==> src/rtl/core/sibd_pkg.sv <==
`default_nettype none
package sibd_pkg;

	localparam int NUMBER_W      = 32;
	localparam int NUM_WIDTH_DEF = 32;
	localparam int CHAR_W        = 8;
	localparam int COUNT_W       = 5;
	localparam int ALPHA_W       = 64;
	localparam int SYMBOLS       = 16;
	localparam int SYM_IDX_W     = 4;
	localparam int MAX_BASE      = 16;
	localparam int MIN_BASE      = 2;
	localparam int CFG_INDEX_W   = 2;
	localparam int CFG_DATA_W    = 64;

	localparam logic [CHAR_W-1:0] CH_PLUS  = 8'h2B;
	localparam logic [CHAR_W-1:0] CH_MINUS = 8'h2D;
	localparam logic [CHAR_W-1:0] CH_NUL   = 8'h00;

	typedef enum logic [CFG_INDEX_W-1:0] {
		REG_DIGIT_COUNT   = 2'd0,
		REG_ALPHABET_LOW  = 2'd1,
		REG_ALPHABET_HIGH = 2'd2
	} cfg_reg_t;

	typedef struct packed {
		logic start;
		logic step;
		logic load_idx;
		logic emit_sign;
		logic emit_digit;
		logic emit_error;
	} dp_cmd_t;

	typedef struct packed {
		logic alpha_ok;
		logic neg;
		logic out_free;
		logic digit_last;
	} dp_status_t;

endpackage
`default_nettype wire

==> src/rtl/core/sibd_in_if.sv <==
`default_nettype none
interface sibd_in_if;
	logic                                  valid;
	logic                                  ready;
	logic signed [sibd_pkg::NUMBER_W-1:0]  number;

	modport source (output valid, output number, input ready);
	modport sink (input valid, input number, output ready);
endinterface
`default_nettype wire

==> src/rtl/core/sibd_out_if.sv <==
`default_nettype none
interface sibd_out_if;
	logic                          valid;
	logic                          ready;
	logic [sibd_pkg::CHAR_W-1:0]   char_code;
	logic                          last;
	logic                          base_invalid;

	modport source (output valid, output char_code, output last, output base_invalid,
		input ready);
	modport sink (input valid, input char_code, input last, input base_invalid,
		output ready);
endinterface
`default_nettype wire

==> src/rtl/core/sibd_ctrl.sv <==
`default_nettype none
module sibd_ctrl #(
	parameter int NUM_WIDTH = sibd_pkg::NUM_WIDTH_DEF
) (
	input  wire logic                 clk,
	input  wire logic                 arst_n,
	input  wire logic                 in_valid,
	output logic                      in_ready,
	input  wire sibd_pkg::dp_status_t status,
	output sibd_pkg::dp_cmd_t         cmd
);

	localparam int CNT_W = $clog2(NUM_WIDTH);

	typedef enum logic [2:0] {
		ST_IDLE,
		ST_CONV,
		ST_PREP,
		ST_SIGN,
		ST_DIGIT,
		ST_ERR
	} state_t;

	state_t           state_q;
	logic [CNT_W-1:0] cnt_q;

	always_comb begin
		in_ready = (state_q == ST_IDLE);
		cmd      = '0;
		case (state_q)
			ST_IDLE:  cmd.start      = in_valid;
			ST_CONV:  cmd.step       = 1'b1;
			ST_PREP:  cmd.load_idx   = 1'b1;
			ST_SIGN:  cmd.emit_sign  = status.out_free;
			ST_DIGIT: cmd.emit_digit = status.out_free;
			ST_ERR:   cmd.emit_error = status.out_free;
			default:  cmd            = '0;
		endcase
	end

	always_ff @(posedge clk or negedge arst_n) begin
		if (!arst_n) begin
			state_q <= ST_IDLE;
			cnt_q   <= '0;
		end else begin
			case (state_q)
				ST_IDLE: begin
					if (in_valid) begin
						if (status.alpha_ok) begin
							state_q <= ST_CONV;
							cnt_q   <= CNT_W'(NUM_WIDTH - 1);
						end else begin
							state_q <= ST_ERR;
						end
					end
				end
				ST_CONV: begin
					if (cnt_q == '0) begin
						state_q <= ST_PREP;
					end else begin
						cnt_q <= cnt_q - CNT_W'(1);
					end
				end
				ST_PREP: begin
					state_q <= status.neg ? ST_SIGN : ST_DIGIT;
				end
				ST_SIGN: begin
					if (status.out_free) begin
						state_q <= ST_DIGIT;
					end
				end
				ST_DIGIT: begin
					if (status.out_free && status.digit_last) begin
						state_q <= ST_IDLE;
					end
				end
				ST_ERR: begin
					if (status.out_free) begin
						state_q <= ST_IDLE;
					end
				end
				default: begin
					state_q <= ST_IDLE;
				end
			endcase
		end
	end

endmodule
`default_nettype wire

==> src/rtl/core/sibd_dp.sv <==
`default_nettype none
module sibd_dp #(
	parameter int NUM_WIDTH = sibd_pkg::NUM_WIDTH_DEF
) (
	input  wire logic                                    clk,
	input  wire logic                                    arst_n,
	input  wire logic                                    cfg_wr_en,
	input  wire logic [sibd_pkg::CFG_INDEX_W-1:0]        cfg_index,
	input  wire logic [sibd_pkg::CFG_DATA_W-1:0]         cfg_data,
	input  wire logic signed [sibd_pkg::NUMBER_W-1:0]    number,
	input  wire sibd_pkg::dp_cmd_t                       cmd,
	output sibd_pkg::dp_status_t                         status,
	input  wire logic                                    out_ready,
	output logic                                         out_valid,
	output logic [sibd_pkg::CHAR_W-1:0]                  char_code,
	output logic                                         last,
	output logic                                         base_invalid
);

	localparam int LEN_W = $clog2(NUM_WIDTH + 1);
	localparam int IDX_W = $clog2(NUM_WIDTH);
	localparam int CW    = sibd_pkg::COUNT_W;

	// configuration
	logic [CW-1:0]                   digit_count_q;
	logic [sibd_pkg::ALPHA_W-1:0]    alpha_low_q;
	logic [sibd_pkg::ALPHA_W-1:0]    alpha_high_q;

	// conversion state
	logic [NUM_WIDTH-1:0]            mag_q;
	logic                            neg_q;
	logic [sibd_pkg::SYM_IDX_W-1:0]  dig_q [NUM_WIDTH];
	logic [LEN_W-1:0]                len_q;
	logic [LEN_W-1:0]                idx_q;

	// output register
	logic                            out_valid_q;
	logic [sibd_pkg::CHAR_W-1:0]     char_q;
	logic                            last_q;
	logic                            invalid_q;

	logic [sibd_pkg::CHAR_W-1:0]     sym [sibd_pkg::SYMBOLS];
	logic [2*sibd_pkg::ALPHA_W-1:0]  alpha;
	logic                            alpha_ok;

	logic [NUM_WIDTH-1:0]            raw;
	logic [NUM_WIDTH-1:0]            mag_in;

	logic [NUM_WIDTH-1:0]            gen_v;
	logic [NUM_WIDTH-1:0]            prop_v;
	logic [NUM_WIDTH:0]              sum_v;
	logic [NUM_WIDTH:0]              carry;
	logic [sibd_pkg::SYM_IDX_W-1:0]  dig_next [NUM_WIDTH];
	logic [CW-1:0]                   dbl;
	logic [CW-1:0]                   tval;
	logic [CW-1:0]                   dval;

	logic [LEN_W-1:0]                rd_idx;
	logic                            out_free;

	assign alpha = {alpha_high_q, alpha_low_q};

	always_comb begin
		for (int i = 0; i < sibd_pkg::SYMBOLS; i++) begin
			sym[i] = alpha[i*sibd_pkg::CHAR_W +: sibd_pkg::CHAR_W];
		end
	end

	// alphabet check: base in range, no sign or NUL symbol, all active symbols distinct
	always_comb begin
		alpha_ok = (digit_count_q >= CW'(sibd_pkg::MIN_BASE)) &&
			(digit_count_q <= CW'(sibd_pkg::MAX_BASE));
		for (int i = 0; i < sibd_pkg::SYMBOLS; i++) begin
			if (CW'(i) < digit_count_q) begin
				if (sym[i] == sibd_pkg::CH_PLUS || sym[i] == sibd_pkg::CH_MINUS ||
					sym[i] == sibd_pkg::CH_NUL) begin
					alpha_ok = 1'b0;
				end
			end
			for (int j = i + 1; j < sibd_pkg::SYMBOLS; j++) begin
				if (CW'(j) < digit_count_q && sym[i] == sym[j]) begin
					alpha_ok = 1'b0;
				end
			end
		end
	end

	assign raw    = number[NUM_WIDTH-1:0];
	assign mag_in = raw[NUM_WIDTH-1] ? (~raw + NUM_WIDTH'(1)) : raw;

	// One binary bit enters per step: every digit doubles and takes the carry from
	// below. A cell generates a carry when 2d >= base and passes one on when
	// 2d + 1 == base, so the carry chain is the carry of one wide add.
	always_comb begin
		for (int i = 0; i < NUM_WIDTH; i++) begin
			dbl       = {dig_q[i], 1'b0};
			gen_v[i]  = (dbl >= digit_count_q);
			prop_v[i] = ((dbl + CW'(1)) == digit_count_q);
		end
		sum_v = {1'b0, gen_v | prop_v} + {1'b0, gen_v} +
			{{NUM_WIDTH{1'b0}}, mag_q[NUM_WIDTH-1]};
		carry = sum_v ^ {1'b0, prop_v};
		for (int i = 0; i < NUM_WIDTH; i++) begin
			dbl  = {dig_q[i], 1'b0};
			tval = dbl | {{(CW-1){1'b0}}, carry[i]};
			dval = carry[i+1] ? (tval - digit_count_q) : tval;
			dig_next[i] = dval[sibd_pkg::SYM_IDX_W-1:0];
		end
	end

	assign rd_idx   = idx_q - LEN_W'(1);
	assign out_free = !out_valid_q || out_ready;

	assign status.alpha_ok   = alpha_ok;
	assign status.neg        = neg_q;
	assign status.out_free   = out_free;
	assign status.digit_last = (idx_q == LEN_W'(1));

	assign out_valid    = out_valid_q;
	assign char_code    = char_q;
	assign last         = last_q;
	assign base_invalid = invalid_q;

	always_ff @(posedge clk or negedge arst_n) begin
		if (!arst_n) begin
			digit_count_q <= '0;
			alpha_low_q   <= '0;
			alpha_high_q  <= '0;
			neg_q         <= 1'b0;
			len_q         <= '0;
			idx_q         <= '0;
			out_valid_q   <= 1'b0;
		end else begin
			if (cfg_wr_en) begin
				case (cfg_index)
					sibd_pkg::REG_DIGIT_COUNT:   digit_count_q <= cfg_data[CW-1:0];
					sibd_pkg::REG_ALPHABET_LOW:  alpha_low_q   <= cfg_data;
					sibd_pkg::REG_ALPHABET_HIGH: alpha_high_q  <= cfg_data;
					default: ;
				endcase
			end
			if (cmd.start) begin
				neg_q <= raw[NUM_WIDTH-1];
				len_q <= '0;
			end else if (cmd.step) begin
				len_q <= len_q + {{(LEN_W-1){1'b0}}, carry[len_q]};
			end
			if (cmd.load_idx) begin
				idx_q <= (len_q == '0) ? LEN_W'(1) : len_q;
			end else if (cmd.emit_digit) begin
				idx_q <= rd_idx;
			end
			if (cmd.emit_sign || cmd.emit_digit || cmd.emit_error) begin
				out_valid_q <= 1'b1;
			end else if (out_ready) begin
				out_valid_q <= 1'b0;
			end
		end
	end

	always_ff @(posedge clk) begin
		if (cmd.start) begin
			mag_q <= mag_in;
			for (int i = 0; i < NUM_WIDTH; i++) begin
				dig_q[i] <= '0;
			end
		end else if (cmd.step) begin
			mag_q <= {mag_q[NUM_WIDTH-2:0], 1'b0};
			for (int i = 0; i < NUM_WIDTH; i++) begin
				dig_q[i] <= dig_next[i];
			end
		end
		if (cmd.emit_sign) begin
			char_q    <= sibd_pkg::CH_MINUS;
			last_q    <= 1'b0;
			invalid_q <= 1'b0;
		end else if (cmd.emit_digit) begin
			char_q    <= sym[dig_q[rd_idx[IDX_W-1:0]]];
			last_q    <= (idx_q == LEN_W'(1));
			invalid_q <= 1'b0;
		end else if (cmd.emit_error) begin
			char_q    <= sibd_pkg::CH_NUL;
			last_q    <= 1'b1;
			invalid_q <= 1'b1;
		end
	end

endmodule
`default_nettype wire

==> src/rtl/core/signed_int_to_base_digits.sv <==
// Signed integer to text in a configurable base (2 to 16).
// Channels: num carries one signed number per transaction (low NUM_WIDTH bits
// used, top one of those is the sign); text carries one character per transaction
// with last marking the final character of a number. Both use valid/ready.
// Configuration: cfg_wr_en/cfg_index/cfg_data write digit_count (0), alphabet_low (1)
// and alphabet_high (2); write only while the block is idle. Other indexes drop.
// Output: '-' first for a negative number, then the digits most significant first.
// A bad alphabet (base under 2 or over 16, a '+', '-' or NUL symbol, or a repeated
// symbol) yields one transaction with char_code 0, last 1 and base_invalid 1.
// Sequence: accept, then the conversion steps (one input bit shifted into the
// digit register per cycle), a setup step, then one character per cycle while
// the receiver is ready. A bad alphabet goes from accept straight to the error
// character. The conversion loop keeps the block busy; the next number is taken
// once the last character sits in the output register.
// When the receiver stalls, the output register holds its character and the
// controller waits; no character is lost. Reset clears configuration to zero and
// returns the controller to idle with the output register empty.
`default_nettype none
module signed_int_to_base_digits #(
	parameter int NUM_WIDTH = sibd_pkg::NUM_WIDTH_DEF
) (
	input  wire logic                                 clk,
	input  wire logic                                 arst_n,
	sibd_in_if.sink                                   num,
	sibd_out_if.source                                text,
	input  wire logic                                 cfg_wr_en,
	input  wire logic [sibd_pkg::CFG_INDEX_W-1:0]     cfg_index,
	input  wire logic [sibd_pkg::CFG_DATA_W-1:0]      cfg_data
);

	sibd_pkg::dp_cmd_t    cmd;
	sibd_pkg::dp_status_t status;
	logic                 in_ready;

	// handshake control: idle, conversion, setup, sign/digit/error emission
	sibd_ctrl #(
		.NUM_WIDTH (NUM_WIDTH)
	) u_ctrl (
		.clk      (clk),
		.arst_n   (arst_n),
		.in_valid (num.valid),
		.in_ready (in_ready),
		.status   (status),
		.cmd      (cmd)
	);

	assign num.ready = in_ready;

	// configuration, alphabet check, digit register and output register
	sibd_dp #(
		.NUM_WIDTH (NUM_WIDTH)
	) u_dp (
		.clk          (clk),
		.arst_n       (arst_n),
		.cfg_wr_en    (cfg_wr_en),
		.cfg_index    (cfg_index),
		.cfg_data     (cfg_data),
		.number       (num.number),
		.cmd          (cmd),
		.status       (status),
		.out_ready    (text.ready),
		.out_valid    (text.valid),
		.char_code    (text.char_code),
		.last         (text.last),
		.base_invalid (text.base_invalid)
	);

endmodule
`default_nettype wire

==> src/flat_wrapper.sv <==
// flat-port wrapper written by rule: the top's interface ports become plain ports
module signed_int_to_base_digits_flat 
#(
	parameter int NUM_WIDTH = sibd_pkg::NUM_WIDTH_DEF
)
  (clk, arst_n, cfg_wr_en, cfg_index, cfg_data, num_valid, num_number, num_ready, text_valid, text_char_code, text_last, text_base_invalid, text_ready);
  sibd_in_if num_i ();
  sibd_out_if text_i ();
  input  wire logic clk;
  input  wire logic arst_n;
  input  wire logic cfg_wr_en;
  input  wire logic [sibd_pkg::CFG_INDEX_W-1:0] cfg_index;
  input  wire logic [sibd_pkg::CFG_DATA_W-1:0] cfg_data;
  input wire logic [$bits(num_i.valid)-1:0] num_valid;
  input wire logic [$bits(num_i.number)-1:0] num_number;
  output wire logic [$bits(num_i.ready)-1:0] num_ready;
  output wire logic [$bits(text_i.valid)-1:0] text_valid;
  output wire logic [$bits(text_i.char_code)-1:0] text_char_code;
  output wire logic [$bits(text_i.last)-1:0] text_last;
  output wire logic [$bits(text_i.base_invalid)-1:0] text_base_invalid;
  input wire logic [$bits(text_i.ready)-1:0] text_ready;
  assign num_i.valid = num_valid;
  assign num_i.number = num_number;
  assign num_ready = num_i.ready;
  assign text_valid = text_i.valid;
  assign text_char_code = text_i.char_code;
  assign text_last = text_i.last;
  assign text_base_invalid = text_i.base_invalid;
  assign text_i.ready = text_ready;
  signed_int_to_base_digits #(.NUM_WIDTH(NUM_WIDTH)) u_core (.clk(clk), .arst_n(arst_n), .num(num_i), .text(text_i), .cfg_wr_en(cfg_wr_en), .cfg_index(cfg_index), .cfg_data(cfg_data));
endmodule
==> config.mk <==
export PLATFORM = sky130hd
export DESIGN_NAME = signed_int_to_base_digits_flat
export DESIGN_NICKNAME = d
export VERILOG_FILES = /design/src/rtl/core/sibd_pkg.sv /design/src/rtl/core/sibd_in_if.sv /design/src/rtl/core/sibd_out_if.sv /design/src/rtl/core/sibd_ctrl.sv /design/src/rtl/core/sibd_dp.sv /design/src/rtl/core/signed_int_to_base_digits.sv /design/src/flat_wrapper.sv
export SDC_FILE = /design/constraint.sdc
export NUM_CORES = 2
export LEC_CHECK = 0
export BUFFER_PORTS_ARGS = -buffer_cell sky130_fd_sc_hd__buf_2
export CORE_ASPECT_RATIO = 1.25
export CORE_UTILIZATION = 45
export CTS_CLUSTER_SIZE = 12
export DETAILED_ROUTE_END_ITERATION = 6
export PLACE_DENSITY = 0.65
export SLEW_MARGIN = 40
export SYNTH_ARGS = -nofsm -noshare
export SYNTH_HDL_FRONTEND = slang
export SYNTH_SLANG_ARGS = --single-unit
==> constraint.sdc <==
create_clock -name clk -period 7.1 [get_ports clk]
set_input_delay 0 -clock clk [delete_from_list [all_inputs] [get_ports clk]]
set_output_delay 0 -clock clk [all_outputs]
set_load 0.05 [all_outputs]
==> impl_metrics.env <==
export IMPL_worst_setup_path_start_kind="flip-flop"
export IMPL_routabilityCongestion=1.070
export IMPL_cp_arrival_ns=6.41
export IMPL_peakVddDrop_v=0.0006440
export IMPL_place_hpwl_um=91820
export IMPL_fin_crit_ns=5.930
export IMPL_area_growth_syn_to_layout_pct=11.73
export IMPL_start_util=0.4573
export IMPL_via_per_inst=6.245
export IMPL_dr_wl_met3_um=12100
export IMPL_cts_buffer_depth=3
export IMPL_cts_root_buf="clkbuf_16"
export IMPL_ys_top_cells_by_area="xor2_1 (13%), edfxtp_1 (13%), xnor2_1 (13%)"
export IMPL_p_total_mw=20.45
export IMPL_synth_seq_cells=325
export IMPL_worst_slew_pin_slew_ns=0.9595
export IMPL_cts_resized_gates=0
export IMPL_highest_layer="met5"
export IMPL_postRouteAntennaNets=0
export IMPL_die_area_mm2=0.08286
export IMPL_crit_type="reg2reg"
export IMPL_final_hold_violation_count=0
export IMPL_wl_met2_um=62940
export IMPL_wl_met1_um=50780
export IMPL_die_w_um=257.7
export IMPL_h_tree_depth=2
export IMPL_fin_skew_ns=0.03990
export IMPL_drv_slew=0
export IMPL_avgRoutedWirePerCell_um=25.74
export IMPL_end_kind="flip-flop"
export IMPL_path_common_cell="ha_1"
export IMPL_drt_total_wl_um=136300
export IMPL_fin_nets=4499
export IMPL_syn_area_mm2=0.03677
export IMPL_clkTransAtPathRegs_ns=0.07
export IMPL_die_h_um=321.6
export IMPL_synth_cell_types=93
export IMPL_synth_edf_count=160
export IMPL_rows=116
export IMPL_cts_sinks=325
export IMPL_ys_warn_count=0
export IMPL_yosysTopAreaCell="xor2_1"
export IMPL_final_period_utilization=0.8352
export IMPL_drt_iter0_drc=3404
export IMPL_finalSetupViolCount=0
export IMPL_cts_setup_buffers=0
export IMPL_syn_num_nets=4411
export IMPL_antenna_found_initial=9
export IMPL_critPathMaxStageDelay_ns=0.57
export IMPL_maxCapViolCount=0
export IMPL_cp_cell_sequence="inv_2, buf_4, ha_1, nand3_1, o21ai_0, nor4_1, ha_1, nor2_1, o211ai_1, a22oi_1, a221o_1, a21oi_1, o21ai_0, xor2_1, a22o_1, a221oi_1, a311oi_1, a211o_1, ha_1, nand4_1, or2_2, xnor2_1, nor2_1"
export IMPL_ioPinCount=115
export IMPL_grt_pass1_vias=32480
export IMPL_io_buffers=114
export IMPL_first_pass_iters=6
export IMPL_netlist_instances=4107
export IMPL_dpl_instance_area_mm2=0.03844
export IMPL_fp_coreArea_mm2=0.08041
export IMPL_insertion_delay_ns=0.63
export IMPL_grt_pass1_wl_um=205300
export IMPL_synthFlopType="edfxtp_1"
export IMPL_slew_headroom=0.3603
export IMPL_cts_tree="done"
export IMPL_num_vias=33050
export IMPL_outcome="complete, no violations"
export IMPL_hold_path_class="in2async"
export IMPL_grtUsageTotal=0.3252
export IMPL_tns_ns=0
export IMPL_fmax_ghz=0.1686
export IMPL_synthDominantCellAreaShare=0.1308
export IMPL_cp_required_ns=7.58
export IMPL_grt_max_degree=92
export IMPL_seq_area_frac_synth=0.2416
export IMPL_crit_buf_inv=2
export IMPL_leakage_nw=15.96
export IMPL_slowest_stage="xor2_1"
export IMPL_tritoncts_num_buffers=42
export IMPL_path_delay_family="compound AO/OA/AOI/OAI gates"
export IMPL_drive_gt1_frac=0.1483
export IMPL_worstPathMaxFanout=27
export IMPL_avgSynthCellArea_um2=8.952
export IMPL_post_route_drc_count=0
export IMPL_rsz0062_at_grt="no"
export IMPL_synthArstFlopShare=0.4769
export IMPL_p_per_area_mw_per_mm2=497.8
export IMPL_grt_ovfl_total=0
export IMPL_fin_area_mm2=0.04108
[repair_timing]
item,CTS,global route
endpoints found under the setup margin,0,0
hold endpoints to repair,259,0
hold buffers,115,0
[synth_stat cells (88+ instances only)]
cell type / number
clkbuf_1: 88
nand4_1: 125
o21ai_0: 128
xor2_1: 549
dfrtp_1: 155
xnor2_1: 546
edfxtp_1: 160
a21oi_1: 174
inv_1: 114
nand2_1: 215
buf_2: 222
ha_1: 169
nor2_1: 250
mux2_2: 159
nor4_1: 159
[through the flow]
stage          hold WS, ns  std cells  setup slack [ns]  utilization
5_1_grt            0.07249       5292            0.8431       0.5109
6_report           0.02403       5293             1.170       0.5109
3_5_place_dp       0.08544       5097             1.342       0.4781
2_1_floorplan      -0.2956       4107            0.4498            -
3_3_place_gp        0.1450       5096             1.368       0.4772
4_1_cts            0.01729       5290             1.284       0.5104
[cell usage in the layout, fill, tap and decap left out, types with 13 or more instances in the layout]
cell type / netlist / layout
a211o_1: 13 / 13
a211oi_1: 62 / 62
a21o_1: 58 / 58
a21oi_1: 174 / 173
a22oi_1: 17 / 17
a31oi_1: 26 / 26
and2_1: 16 / 15
and3_1: 20 / 20
buf_2: 222 / 113
buf_4: 3 / 162
clkbuf_16: 0 / 43
dfrtp_1: 155 / 143
dlygate4sd3_1: 0 / 115
edfxtp_1: 160 / 160
fa_1: 32 / 32
ha_1: 169 / 168
inv_1: 114 / 111
mux2_2: 159 / 159
mux2i_1: 78 / 74
mux4_2: 39 / 39
nand2_1: 215 / 213
nand2b_1: 24 / 23
nand3_1: 73 / 73
nand4_1: 125 / 125
nor2_1: 250 / 250
nor2b_1: 35 / 35
nor3_1: 59 / 59
nor4_1: 159 / 158
o211ai_1: 27 / 27
o21ai_0: 128 / 127
o22ai_1: 25 / 25
o31ai_1: 15 / 15
or2_2: 22 / 22
or3_1: 15 / 15
or4_1: 30 / 30
xnor2_1: 546 / 543
xor2_1: 549 / 548
[cells by family after synthesis]
family | after synthesis | share of synthesized area
XOR/XNOR | 1106 | 0.2660
AO/OA/AOI/OAI | 642 | 0.1139
flip-flops | 325 | 0.2416
multiplexers | 278 | 0.09525
adder cells (fa/ha/maj) | 201 | 0.07493
AND/OR/NAND/NOR | 1086 | 0.1521
buffers and inverters | 469 | 0.05615
[power by group]
group          leakage, nW  switching, mW  internal, mW
Sequential            3.50          0.931          3.10
Clock                0.697          0.952          1.34
Combinational         11.8           8.31          5.82
[sequential cells by signal, indices dropped and copies added (netlist names)]
register / cells
u_core.u_ctrl.cnt_q: 5
u_core.u_dp.alpha_high_q: 64
u_core.u_dp.neg_q: 1
u_core.u_dp.mag_q: 32
u_core.u_dp.alpha_low_q: 64
u_core.u_dp.len_q: 6
u_core.u_dp.digit_count_q: 5
u_core.u_dp.dig_q: 128
u_core.u_dp.idx_q: 6
u_core.u_dp.out_valid: 1
u_core.u_ctrl.state_q: 3
u_core.u_dp.char_code: 8
u_core.u_dp.base_invalid: 1
u_core.u_dp.last: 1
[layout make-up]
| class | count | area, um^2 |
|---|---|---|
| antenna | 2 | 5.005 |
| clock buffer | 61 | 1204 |
| clock inverter | 17 | 240.2 |
| fill | 7538 | 39330 |
| inverter | 116 | 435.4 |
| multi-input combinational | 3313 | 25930 |
| sequential | 325 | 8904 |
| tap | 1062 | 1329 |
| timing repair buffer | 397 | 3033 |
[worst paths after layout]
kind / endpoint / startpoint / slack, ns / depth (start not counted)
worst max-delay path: u_core.u_dp.len_q[5]$_DFFE_PN0P_ / u_core.u_dp.digit_count_q[2]$_DFFE_PN0P_ / 1.17 / 23
worst min-delay path: u_core.u_dp.alpha_high_q[60]$_DFFE_PN0P_ / arst_n / 0.02 / 2
worst max register to register: u_core.u_dp.len_q[5]$_DFFE_PN0P_ / u_core.u_dp.digit_count_q[2]$_DFFE_PN0P_ / 1.17 / 23
worst min register to register: u_core.u_dp.char_code[5]$_SDFFE_PP1P_ / u_core.u_dp.char_code[5]$_SDFFE_PP1P_ / 0.48 / 2
max in group asynchronous: u_core.u_dp.alpha_high_q[14]$_DFFE_PN0P_ / arst_n / 5.96 / 3
min in group clk: u_core.u_dp.digit_count_q[0]$_DFFE_PN0P_ / cfg_wr_en / 0.03 / 4
[metal layers]
layer / vias up / GRT usage
met1: 15930 / 0.3808
met3: 609 / 0.06870
li1: 14710 / -
met4: 10 / 0.2191
met2: 1797 / 0.5340
met5: - / 0
No activity file was read; power rests on OpenSTA's default activity.
